## config.mk

```make
export PLATFORM = sky130hd
export DESIGN_NAME = edge_end_junction_classifier
export DESIGN_NICKNAME = d
export VERILOG_FILES = /design/src/hdl/eejc_pkg.sv /design/src/hdl/edge_end_junction_classifier.sv /design/src/hdl/eejc_ram.sv /design/src/hdl/eejc_scan.sv /design/src/hdl/eejc_classify.sv
export VERILOG_INCLUDE_DIRS = /design/src /design/src/hdl
export SDC_FILE = /design/constraint.sdc
export NUM_CORES = 2
export LEC_CHECK = 0
export BUFFER_PORTS_ARGS = -buffer_cell sky130_fd_sc_hd__buf_2
export CAP_MARGIN = 20
export CELL_PAD_IN_SITES_DETAIL_PLACEMENT = 1
export CELL_PAD_IN_SITES_GLOBAL_PLACEMENT = 1
export CORE_UTILIZATION = 45
export DETAILED_ROUTE_END_ITERATION = 10
export GPL_TIMING_DRIVEN = 0
export MAX_ROUTING_LAYER = met4
export PLACE_DENSITY_LB_ADDON = 0.1
export SYNTH_ARGS = -nofsm -noshare
export SYNTH_HDL_FRONTEND = slang
export SYNTH_HIERARCHICAL = 1
export SYNTH_SLANG_ARGS = --single-unit
```

## constraint.sdc

```tcl
create_clock -name clk -period 21 [get_ports clk]
set_input_delay 1.05 -clock clk [delete_from_list [all_inputs] [get_ports clk]]
set_output_delay 1.05 -clock clk [all_outputs]
set_load 0.02 [all_outputs]
```

## src/hdl/edge_end_junction_classifier_macros.svh

```systemverilog
// Assertion macros shared by the classifier RTL.
`ifndef EDGE_END_JUNCTION_CLASSIFIER_MACROS_SVH
`define EDGE_END_JUNCTION_CLASSIFIER_MACROS_SVH
`ifndef SYNTHESIS
`define EEJC_ASSERT_IMPL(label, ante, cons, msg) \
	label: assert property (@(posedge clk) disable iff (!arst_n) (ante) |-> (cons)) \
		else $error(msg);
`define EEJC_ASSERT_NEXT(label, ante, cons, msg) \
	label: assert property (@(posedge clk) disable iff (!arst_n) (ante) |=> (cons)) \
		else $error(msg);
`else
`define EEJC_ASSERT_IMPL(label, ante, cons, msg)
`define EEJC_ASSERT_NEXT(label, ante, cons, msg)
`endif
`endif

```

## src/hdl/eejc_pkg.sv

```systemverilog
// Types and constants for the end point / junction classifier.
package eejc_pkg;

	localparam int CFG_DATA_W  = 11;
	localparam int CFG_INDEX_W = 1;
	localparam int COORD_W     = 10;
	localparam int KIND_W      = 2;

	localparam logic [CFG_INDEX_W-1:0] CFG_IMAGE_WIDTH  = 1'd0;
	localparam logic [CFG_INDEX_W-1:0] CFG_IMAGE_HEIGHT = 1'd1;

	localparam logic [CFG_DATA_W-1:0] WIDTH_RESET  = 11'd640;
	localparam logic [CFG_DATA_W-1:0] HEIGHT_RESET = 11'd480;
	localparam logic [CFG_DATA_W-1:0] HEIGHT_MIN   = 11'd3;
	localparam logic [CFG_DATA_W-1:0] HEIGHT_MAX   = 11'd1024;

	localparam logic [3:0] JUNCTION_CHANGES = 4'd6;
	localparam logic [3:0] END_CHANGES      = 4'd2;

	typedef enum logic [KIND_W-1:0] {
		KIND_NONE     = 2'd0,
		KIND_END      = 2'd1,
		KIND_JUNCTION = 2'd2
	} kind_t;

	// centre position of a window that is due for classification
	typedef struct packed {
		logic               valid;
		logic [COORD_W-1:0] col;
		logic [COORD_W-1:0] row;
		logic               last;
	} pos_t;

endpackage

```

## src/hdl/edge_end_junction_classifier.sv

```systemverilog
// Top level of the skeleton end point / junction classifier.
// Pixels of a binary edge image enter on the s_ channel in raster order, one
// per beat, pixel in s_tdata bit 0. Two registers set the image size through
// cfg_we / cfg_index / cfg_data; any write restarts the frame at the top left.
// Every interior pixel yields one beat on the m_ channel once its bottom-right
// neighbour has arrived: kind in m_tuser, centre column and row in m_tdata,
// m_tlast on the final interior pixel of the frame. Border pixels give none.
// A new pixel is taken every cycle unless stalled; m_tvalid rises once the
// beat that completes its window has passed the window register and then the
// output register. The line stores are one 2-bit RAM of MAX_WIDTH entries,
// read one column ahead of the incoming pixel and written back on the beat.
// Reset clears counters, window and valid flags and loads 640 x 480; the line
// stores are not cleared, as the first two rows of a frame fill them.
// When m_tready is low the result holds and one further result may wait in
// the first stage; s_tready then drops until the output drains.
module edge_end_junction_classifier #(
	parameter int MAX_WIDTH = 1024
) (
	input  logic                               clk,
	input  logic                               arst_n,
	input  logic                               cfg_we,
	input  logic [eejc_pkg::CFG_INDEX_W-1:0]   cfg_index,
	input  logic [eejc_pkg::CFG_DATA_W-1:0]    cfg_data,
	input  logic                               s_tvalid,
	output logic                               s_tready,
	input  logic [7:0]                         s_tdata,  // [0] pixel
	output logic                               m_tvalid,
	input  logic                               m_tready,
	output logic [23:0]                        m_tdata,  // [9:0] col, [19:10] row
	output logic [1:0]                         m_tuser,  // [1:0] kind
	output logic                               m_tlast   // frame_last
);
	import eejc_pkg::*;

	pos_t                 info_s1;
	logic [8:0]           window;
	logic                 take;
	logic [KIND_W-1:0]    kind;
	logic [COORD_W-1:0]   col, row;

	eejc_scan #(
		.MAX_WIDTH(MAX_WIDTH)
	) u_scan (
		.clk      (clk),
		.arst_n   (arst_n),
		.cfg_we   (cfg_we),
		.cfg_index(cfg_index),
		.cfg_data (cfg_data),
		.pix_valid(s_tvalid),
		.pix_ready(s_tready),
		.pix      (s_tdata[0]),
		.take     (take),
		.info_s1  (info_s1),
		.window   (window)
	);

	eejc_classify u_classify (
		.clk      (clk),
		.arst_n   (arst_n),
		.info_s1  (info_s1),
		.window   (window),
		.take     (take),
		.out_valid(m_tvalid),
		.out_ready(m_tready),
		.out_kind (kind),
		.out_col  (col),
		.out_row  (row),
		.out_last (m_tlast)
	);

	assign m_tdata = {4'd0, row, col};
	assign m_tuser = kind;

endmodule

```

## src/hdl/eejc_ram.sv

```systemverilog
// Generic single-write, single-read RAM with registered read data.
module eejc_ram #(
	parameter int WIDTH = 2,
	parameter int DEPTH = 1024
) (
	input  logic                     clk,
	input  logic                     we,
	input  logic [$clog2(DEPTH)-1:0] waddr,
	input  logic [WIDTH-1:0]         wdata,
	input  logic [$clog2(DEPTH)-1:0] raddr,
	output logic [WIDTH-1:0]         rdata
);

	logic [WIDTH-1:0] mem [DEPTH];

	always_ff @(posedge clk) begin
		if (we) begin
			mem[waddr] <= wdata;
		end
		rdata <= mem[raddr];
	end

endmodule

```

## src/hdl/eejc_scan.sv

```systemverilog
// Raster counters, line stores, 3x3 window and first pipeline stage.
module eejc_scan #(
	parameter int MAX_WIDTH = 1024
) (
	input  logic                                clk,
	input  logic                                arst_n,
	input  logic                                cfg_we,
	input  logic [eejc_pkg::CFG_INDEX_W-1:0]    cfg_index,
	input  logic [eejc_pkg::CFG_DATA_W-1:0]     cfg_data,
	input  logic                                pix_valid,
	output logic                                pix_ready,
	input  logic                                pix,
	input  logic                                take,
	output eejc_pkg::pos_t                      info_s1,
	output logic [8:0]                          window
);
	import eejc_pkg::*;

	localparam int CW = $clog2(MAX_WIDTH);
	localparam int EW = (CW + 1 > CFG_DATA_W) ? CW + 1 : CFG_DATA_W;

	logic [CFG_DATA_W-1:0] width_q, height_q;
	logic [CW-1:0]         col_q, col_nx, lastc;
	logic [COORD_W-1:0]    row_q, row_nx, lastr;
	logic [EW-1:0]         w_clamp;
	logic [CFG_DATA_W-1:0] h_clamp;
	logic [8:0]            window_q, window_nx;
	logic [1:0]            line_rd;
	logic                  acc, emit, is_last;
	logic [CW+COORD_W-1:0] colx;
	logic                  valid_s1;
	logic [COORD_W-1:0]    col_s1, row_s1;
	logic                  last_s1;

	always_comb begin
		w_clamp = EW'(width_q);
		if (w_clamp < EW'(3)) w_clamp = EW'(3);
		if (w_clamp > EW'(MAX_WIDTH)) w_clamp = EW'(MAX_WIDTH);
		h_clamp = height_q;
		if (h_clamp < HEIGHT_MIN) h_clamp = HEIGHT_MIN;
		if (h_clamp > HEIGHT_MAX) h_clamp = HEIGHT_MAX;
		lastc = CW'(w_clamp - EW'(1));
		lastr = COORD_W'(h_clamp - 11'd1);
	end

	assign pix_ready = !valid_s1 || take;
	assign acc       = pix_valid && pix_ready;

	always_comb begin
		col_nx = col_q;
		row_nx = row_q;
		if (cfg_we) begin
			col_nx = '0;
			row_nx = '0;
		end else if (acc) begin
			if (col_q == lastc) begin
				col_nx = '0;
				row_nx = (row_q == lastr) ? '0 : row_q + COORD_W'(1);
			end else begin
				col_nx = col_q + CW'(1);
			end
		end
	end

	// entry bit 1: row two above, bit 0: row one above
	eejc_ram #(
		.WIDTH(2),
		.DEPTH(MAX_WIDTH)
	) u_lines (
		.clk  (clk),
		.we   (acc),
		.waddr(col_q),
		.wdata({line_rd[0], pix}),
		.raddr(col_nx),
		.rdata(line_rd)
	);

	assign window_nx = {pix, window_q[8:7], line_rd[0], window_q[5:4], line_rd[1],
		window_q[2:1]};

	assign emit    = (col_q >= CW'(2)) && (row_q >= COORD_W'(2));
	assign is_last = (col_q == lastc) && (row_q == lastr);
	assign colx    = (CW + COORD_W)'(col_q - CW'(1));

	always_ff @(posedge clk or negedge arst_n) begin
		if (!arst_n) begin
			width_q  <= WIDTH_RESET;
			height_q <= HEIGHT_RESET;
			col_q    <= '0;
			row_q    <= '0;
			window_q <= '0;
			valid_s1 <= 1'b0;
		end else begin
			if (cfg_we) begin
				unique case (cfg_index)
					CFG_IMAGE_WIDTH:  width_q  <= cfg_data;
					CFG_IMAGE_HEIGHT: height_q <= cfg_data;
					default: ;
				endcase
			end
			col_q <= col_nx;
			row_q <= row_nx;
			if (acc) begin
				window_q <= window_nx;
				valid_s1 <= emit;
			end else if (take) begin
				valid_s1 <= 1'b0;
			end
		end
	end

	always_ff @(posedge clk) begin
		if (acc) begin
			col_s1  <= colx[COORD_W-1:0];
			row_s1  <= row_q - COORD_W'(1);
			last_s1 <= is_last;
		end
	end

	assign info_s1 = '{valid: valid_s1, col: col_s1, row: row_s1, last: last_s1};
	assign window  = window_q;

	`include "edge_end_junction_classifier_macros.svh"

	`EEJC_ASSERT_NEXT(a_col_wrap, acc && col_q == lastc, col_q == '0, "column did not wrap")
	`EEJC_ASSERT_NEXT(a_emit, acc && emit, valid_s1, "interior pixel lost")
	`EEJC_ASSERT_IMPL(a_pos_range, 1'b1, col_q <= lastc && row_q <= lastr, "position off frame")

endmodule

```

## src/hdl/eejc_classify.sv

```systemverilog
// Crossing-number classifier and output register.
module eejc_classify (
	input  logic                               clk,
	input  logic                               arst_n,
	input  eejc_pkg::pos_t                     info_s1,
	input  logic [8:0]                         window,
	output logic                               take,
	output logic                               out_valid,
	input  logic                               out_ready,
	output logic [eejc_pkg::KIND_W-1:0]        out_kind,
	output logic [eejc_pkg::COORD_W-1:0]       out_col,
	output logic [eejc_pkg::COORD_W-1:0]       out_row,
	output logic                               out_last
);
	import eejc_pkg::*;

	logic [7:0]         ring, ring_rot;
	logic [3:0]         changes;
	kind_t              kind;
	logic               valid_s2;
	kind_t              kind_s2;
	logic [COORD_W-1:0] col_s2, row_s2;
	logic               last_s2;

	// ring clockwise from top left
	assign ring     = {window[3], window[6], window[7], window[8],
		window[5], window[2], window[1], window[0]};
	assign ring_rot = {ring[6:0], ring[7]};
	assign changes  = 4'($countones(ring ^ ring_rot));

	always_comb begin
		kind = KIND_NONE;
		if (window[4]) begin
			if (changes >= JUNCTION_CHANGES) kind = KIND_JUNCTION;
			else if (changes == END_CHANGES) kind = KIND_END;
		end
	end

	assign take = !valid_s2 || out_ready;

	always_ff @(posedge clk or negedge arst_n) begin
		if (!arst_n) begin
			valid_s2 <= 1'b0;
		end else if (take) begin
			valid_s2 <= info_s1.valid;
		end
	end

	always_ff @(posedge clk) begin
		if (take && info_s1.valid) begin
			kind_s2 <= kind;
			col_s2  <= info_s1.col;
			row_s2  <= info_s1.row;
			last_s2 <= info_s1.last;
		end
	end

	assign out_valid = valid_s2;
	assign out_kind  = kind_s2;
	assign out_col   = col_s2;
	assign out_row   = row_s2;
	assign out_last  = last_s2;

	`include "edge_end_junction_classifier_macros.svh"

	`EEJC_ASSERT_NEXT(a_handover, take && info_s1.valid,
		valid_s2 && col_s2 == $past(info_s1.col) && row_s2 == $past(info_s1.row),
		"result not handed to output")
	`EEJC_ASSERT_NEXT(a_out_hold, out_valid && !out_ready, out_valid && $stable(out_col) && $stable(out_row) && $stable(out_kind), "stalled beat changed")
	`EEJC_ASSERT_IMPL(a_kind_legal, out_valid, out_kind <= KIND_JUNCTION, "illegal kind")

endmodule

```

==> metrics.sh <==
FINAL.MIN_CLOCK_PERIOD_NS=9.71
FINAL_WEIGHTED_CONGESTION_OF_ROUTABILITY_DRIVEN_GLOBAL_PLACEMENT=0.957
PLACE.DETAILED.HPWL_UM=247000
FINAL-HOLD-VIOLATION-COUNT=0
CORE_REGION_AREA_UM2=196000
ROUTE.VIAS.TOTAL=56600
FLOORPLAN.DIE_AREA_UM2=199000
LAYOUT.CELLS.NON_FILLER=8486
CLOCK_SINKS=2147
MET3_WIRELENGTH_UM=44200
RSZ0062_AT_GRT='no'
POWER.DENSITY_nW_PER_UM2=94.6
FINAL_NET_COUNT=5698
FINAL.PERIOD_UTILIZATION_PCT=46.3
CTS_ROOT_BUF='sky130_fd_sc_hd__clkbuf_16'
PIN_COUNT=54
FRACTION_OF_REGISTERS_WITH_ASYNC_SET_RESET_PCT=2.47
CRITICAL_PATH.N_BUFFERS_INVERTERS=6
GLOBALROUTEOVERFLOWTOTAL=0
CRIT_END_ELEMENT='flip-flop'
ANTENNA_VIOLATIONS_BEFORE_REPAIR=34
WORSTPATHARRIVAL_NS=10.42
SYN_INST=5270
TOTALWIRELENGTH_UM=366000
WORSTPATHCELLLIST='nor4_4 > a21o_2 > nand2_1 > ha_1 > clkbuf_1 > nand2b_1 > nor3_1 > a221oi_1 > xor2_1 > nand4_1 > o41ai_2 > buf_4 > buf_4 > nor2_1 > clkbuf_1 > buf_1 > buf_2 > nand2_1 > a21oi_1 > nor4_2 > nor3_1 > o311ai_0 > nand4_1'
YOSYSWARNINGCOUNT=6
WORST_PIN_SLEW_NS=1.38
CRITPATHKIND='flip-flop to flip-flop'
R2R_SLACK_NS=11.29
FIN_SETUP_TNS_NS=0
CTS.PATH.MAX_BUFFERS=3
CRITICAL_PATH_DEPTH=23
R2R-END='u_scan/u_lines/rdata[1]'
ROUTED.TOP_LAYER='met4'
ROUTE.DETAILED.WL_PER_INST_UM=43.1
DIEWIDTH_UM=447
WORST_SKEW_PAIR.LATE_LATENCY_NS=0.88
GRT_FIRST_PASS_WIRELENGTH_UM=485000
MAX_STAGE_DELAY_NS=0.99
CLKSLEWWORSTSETUPHOLDPATHS_NS=0.06
DRV.MAX_CAP_VIOLATION_COUNT=0
ROUTE.DETAILED.DRC=0
PLACEDCELLCOUNT=8048
INITIAL_CORE_UTILIZATION_PCT=45.5
STATUS='complete, no violations'
SYNTH_ENABLE_FLOP_CELLS=2092
REPORT.FINAL.SETUP_VIOL=0
CTS_TREE='built'
WORST_PATH_DOMINANT_CELL_FAMILY='simple AND/OR/NAND/NOR gates'
WORST_R2R_PATH_DEPTH=23
AREA.GROWTH.SYNTH_TO_FINAL_PCT=14.6
CRITPATHREQUIREDTIME_NS=21.70
POST_CTS_BUFFERS=0
VIASPERCELL=6.67
SYNTH_AREA_UM2=88900
REGTOREGSTARTPOINT='u_scan/width_q[4]'
FINAL-MAX-SLEW-VIOLATION-COUNT=0
CP_MAX_FO=10
TIMING.HOLD.WS_NS=0.175
POST_ROUTE_SKEW_NS=0.0412
HTREEDEPTH=4
YS_TYPES=89
CRITICAL_PATH.SLOWEST_CELL='sky130_fd_sc_hd__buf_1'
TRITONCTS.NUM_BUFFERS=227
DRT-PASS1-ITER-COUNT=5
SLEW_HEADROOM_PCT=7.11
WORST_SETUP_PATH_STARTPOINT='u_scan/width_q[4]'
PEAKVDDDROP_mV=0.0895
POST_SYNTH.CELL_AREA_AVG_UM2=16.9
SYNTH-SEQ-AREA-SHARE_PCT=72.2
WL_MET2_UM=164000
SYNTH_SEQ_CELLS=2147
BUFFER_PORTS.INSERTED=42
CTS_REPAIR_RESIZE_COUNT=0
CTS_HOLD_BUFS=0
FMAX_MHz=103
FP-ROW-COUNT=162
GRT_START_MAX_NET_PINS=158
GLOBALROUTETOTALUTIL_PCT=37.9
TOTAL_LEAKAGE_POWER_nW=31.1
POSTROUTEANTENNANETS=0
MIN-DELAY-PATH-CLASS='input port to asynchronous set/reset pin'
DETAILEDROUTE.FIRSTITERATIONVIOLATIONS=9499
SYNTH-MAIN-FF-CELL='sky130_fd_sc_hd__edfxtp_1'
TIMING.CRITICAL_PATH.TO='u_scan/u_lines/rdata[1]'
FIRST_GLOBAL_VIAS=54900
DIEHEIGHT_UM=447
NFILLCELLS=18100
WORSTSETUPSTARTPOINTTYPE='flip-flop'
DRIVE_ABOVE_1_SHARE_PCT=20.4
WL_MET1_UM=138000
-- worst min-delay path by stage --
stage / from / to / cells after the start / slack [ns]
floorplan: u_scan/u_lines/rdata[1] / u_scan/window[2] / 2 / 0.40
global placement: u_scan/row_s1[9] / u_classify/out_row[9] / 0 / 0.40
detailed placement: u_scan/col_s1[8] / u_classify/out_col[8] / 0 / 0.41
CTS: arst_n / u_scan/col_q[4] / 1 / 0.16
global route: arst_n / u_scan/col_q[0] / 1 / 0.18
finish: arst_n / u_scan/col_q[4] / 1 / 0.18
-- placed cells by master, fill, tap and decap left out, drive strengths merged, types with 16 or more instances in the layout --
| master | synthesis | layout |
|---|---|---|
| a21oi | 80 | 80 |
| a22oi | 46 | 46 |
| buf | 170 | 323 |
| bufinv | 0 | 17 |
| clkbuf | 254 | 540 |
| clkinv | 3 | 100 |
| dfrtp | 47 | 47 |
| diode | 0 | 19 |
| edfxtp | 2092 | 2092 |
| inv | 25 | 32 |
| mux2 | 30 | 30 |
| mux2i | 207 | 207 |
| mux4 | 449 | 449 |
| nand2 | 153 | 153 |
| nand3 | 57 | 57 |
| nand4 | 19 | 19 |
| nor2 | 1083 | 1083 |
| nor2b | 16 | 16 |
| nor3 | 61 | 61 |
| nor4 | 22 | 22 |
| o21ai | 54 | 54 |
| o221ai | 83 | 83 |
| o22ai | 55 | 55 |
| xnor2 | 22 | 22 |
| xor2 | 29 | 29 |
-- cells in the mapped netlist, types with 24 or more instances --
| cell type | count | share of area, % |
|---|---|---|
| sky130_fd_sc_hd__a21oi_1 | 80 | 0.45 |
| sky130_fd_sc_hd__a22oi_1 | 46 | 0.39 |
| sky130_fd_sc_hd__buf_1 | 55 | 0.23 |
| sky130_fd_sc_hd__buf_2 | 28 | 0.16 |
| sky130_fd_sc_hd__buf_4 | 36 | 0.30 |
| sky130_fd_sc_hd__buf_6 | 35 | 0.44 |
| sky130_fd_sc_hd__clkbuf_1 | 254 | 1.1 |
| sky130_fd_sc_hd__dfrtp_1 | 47 | 1.3 |
| sky130_fd_sc_hd__edfxtp_1 | 2092 | 71 |
| sky130_fd_sc_hd__inv_1 | 24 | 0.10 |
| sky130_fd_sc_hd__mux2_2 | 28 | 0.35 |
| sky130_fd_sc_hd__mux2i_1 | 207 | 2.3 |
| sky130_fd_sc_hd__mux4_2 | 449 | 11 |
| sky130_fd_sc_hd__nand2_1 | 152 | 0.64 |
| sky130_fd_sc_hd__nand3_1 | 57 | 0.32 |
| sky130_fd_sc_hd__nor2_1 | 1083 | 4.6 |
| sky130_fd_sc_hd__nor3_1 | 61 | 0.34 |
| sky130_fd_sc_hd__o21ai_0 | 54 | 0.30 |
| sky130_fd_sc_hd__o221ai_1 | 82 | 0.81 |
| sky130_fd_sc_hd__o22ai_1 | 55 | 0.39 |
| sky130_fd_sc_hd__xor2_1 | 29 | 0.29 |
-- metal layers --
layer	vias to the layer above	global-route usage (%)
met5	-	-
met4	0	17.0
met3	772	9.06
met2	3842	55.1
met1	30600	50.6
li1	21400	-
-- worst register-to-register path, delay by kind of cell (launching register included) --
kind	cells	cell delay, ns
XOR/XNOR	1	0.13
AO/OA/AOI/OAI	5	1.98
AND/OR/NAND/NOR	10	3.89
adder cells (fa/ha/maj)	1	0.20
buffers and inverters	6	2.88
flip-flops	1	0.46
-- state kept, by name, summed over array words and instances, names as in the netlist, 2 cells and up --
signal                count
u_classify/out_kind       2
u_scan/window             9
u_scan/height_q          11
u_classify/out_row       10
u_scan/col_q             10
u_scan/u_lines/mem     2048
u_scan/col_s1            10
u_classify/out_col       10
u_scan/width_q           11
u_scan/row_s1            10
u_scan/u_lines/rdata      2
u_scan/row_q             10
-- final cells by class --
type / instances / area (µm²) / area share (%)
Multi-Input combinational cell: 2674 / 22500 / 22.1
Inverter: 28 / 105 / 0.103
Timing Repair Buffer: 153 / 2260 / 2.22
Tap cell: 2624 / 3280 / 3.22
Sequential cell: 2147 / 64200 / 63.0
Antenna cell: 19 / 47.5 / 0.0467
Buffer: 424 / 2340 / 2.30
Clock buffer: 286 / 5960 / 5.85
Clock inverter: 131 / 1210 / 1.19
-- cell families (layout without fill, tap and decap cells) --
group / after synthesis / in the layout / share of synthesized area (%)
flops: 2147 / 2147 / 72.2
simple gates: 1490 / 1490 / 6.97
mux: 686 / 686 / 14.1
buf+inv: 452 / 1022 / 2.61
compound gates: 425 / 425 / 3.36
xor+xnor: 51 / 51 / 0.502
fa+ha+maj: 18 / 18 / 0.279
other cells: 1 / 23 / 0.00422
-- metrics by stage --
stage | area, µm² | utilization, % | power [W] | setup slack, ns
global route | 102000 | 52.1 | 0.00983 | 11.39
floorplan | 88900 | - | 0.00545 | 5.44
detailed placement | 94600 | 48.4 | 0.00575 | 11.57
finish | 102000 | 52.1 | 0.00964 | 11.29
global placement | 92400 | 47.3 | 0.00595 | -8.13
CTS | 102000 | 52.0 | 0.00965 | 11.55
-- power breakdown --
part | switching, W | total (W) | leakage, nW | internal, W
Clock | 0.00174 | 0.00396 | 3.48 | 0.00222
Combinational | 0.000580 | 0.000870 | 8.29 | 0.000291
Sequential | 0.0000219 | 0.00481 | 19.3 | 0.00479
Power figures use the tool's default switching activity.
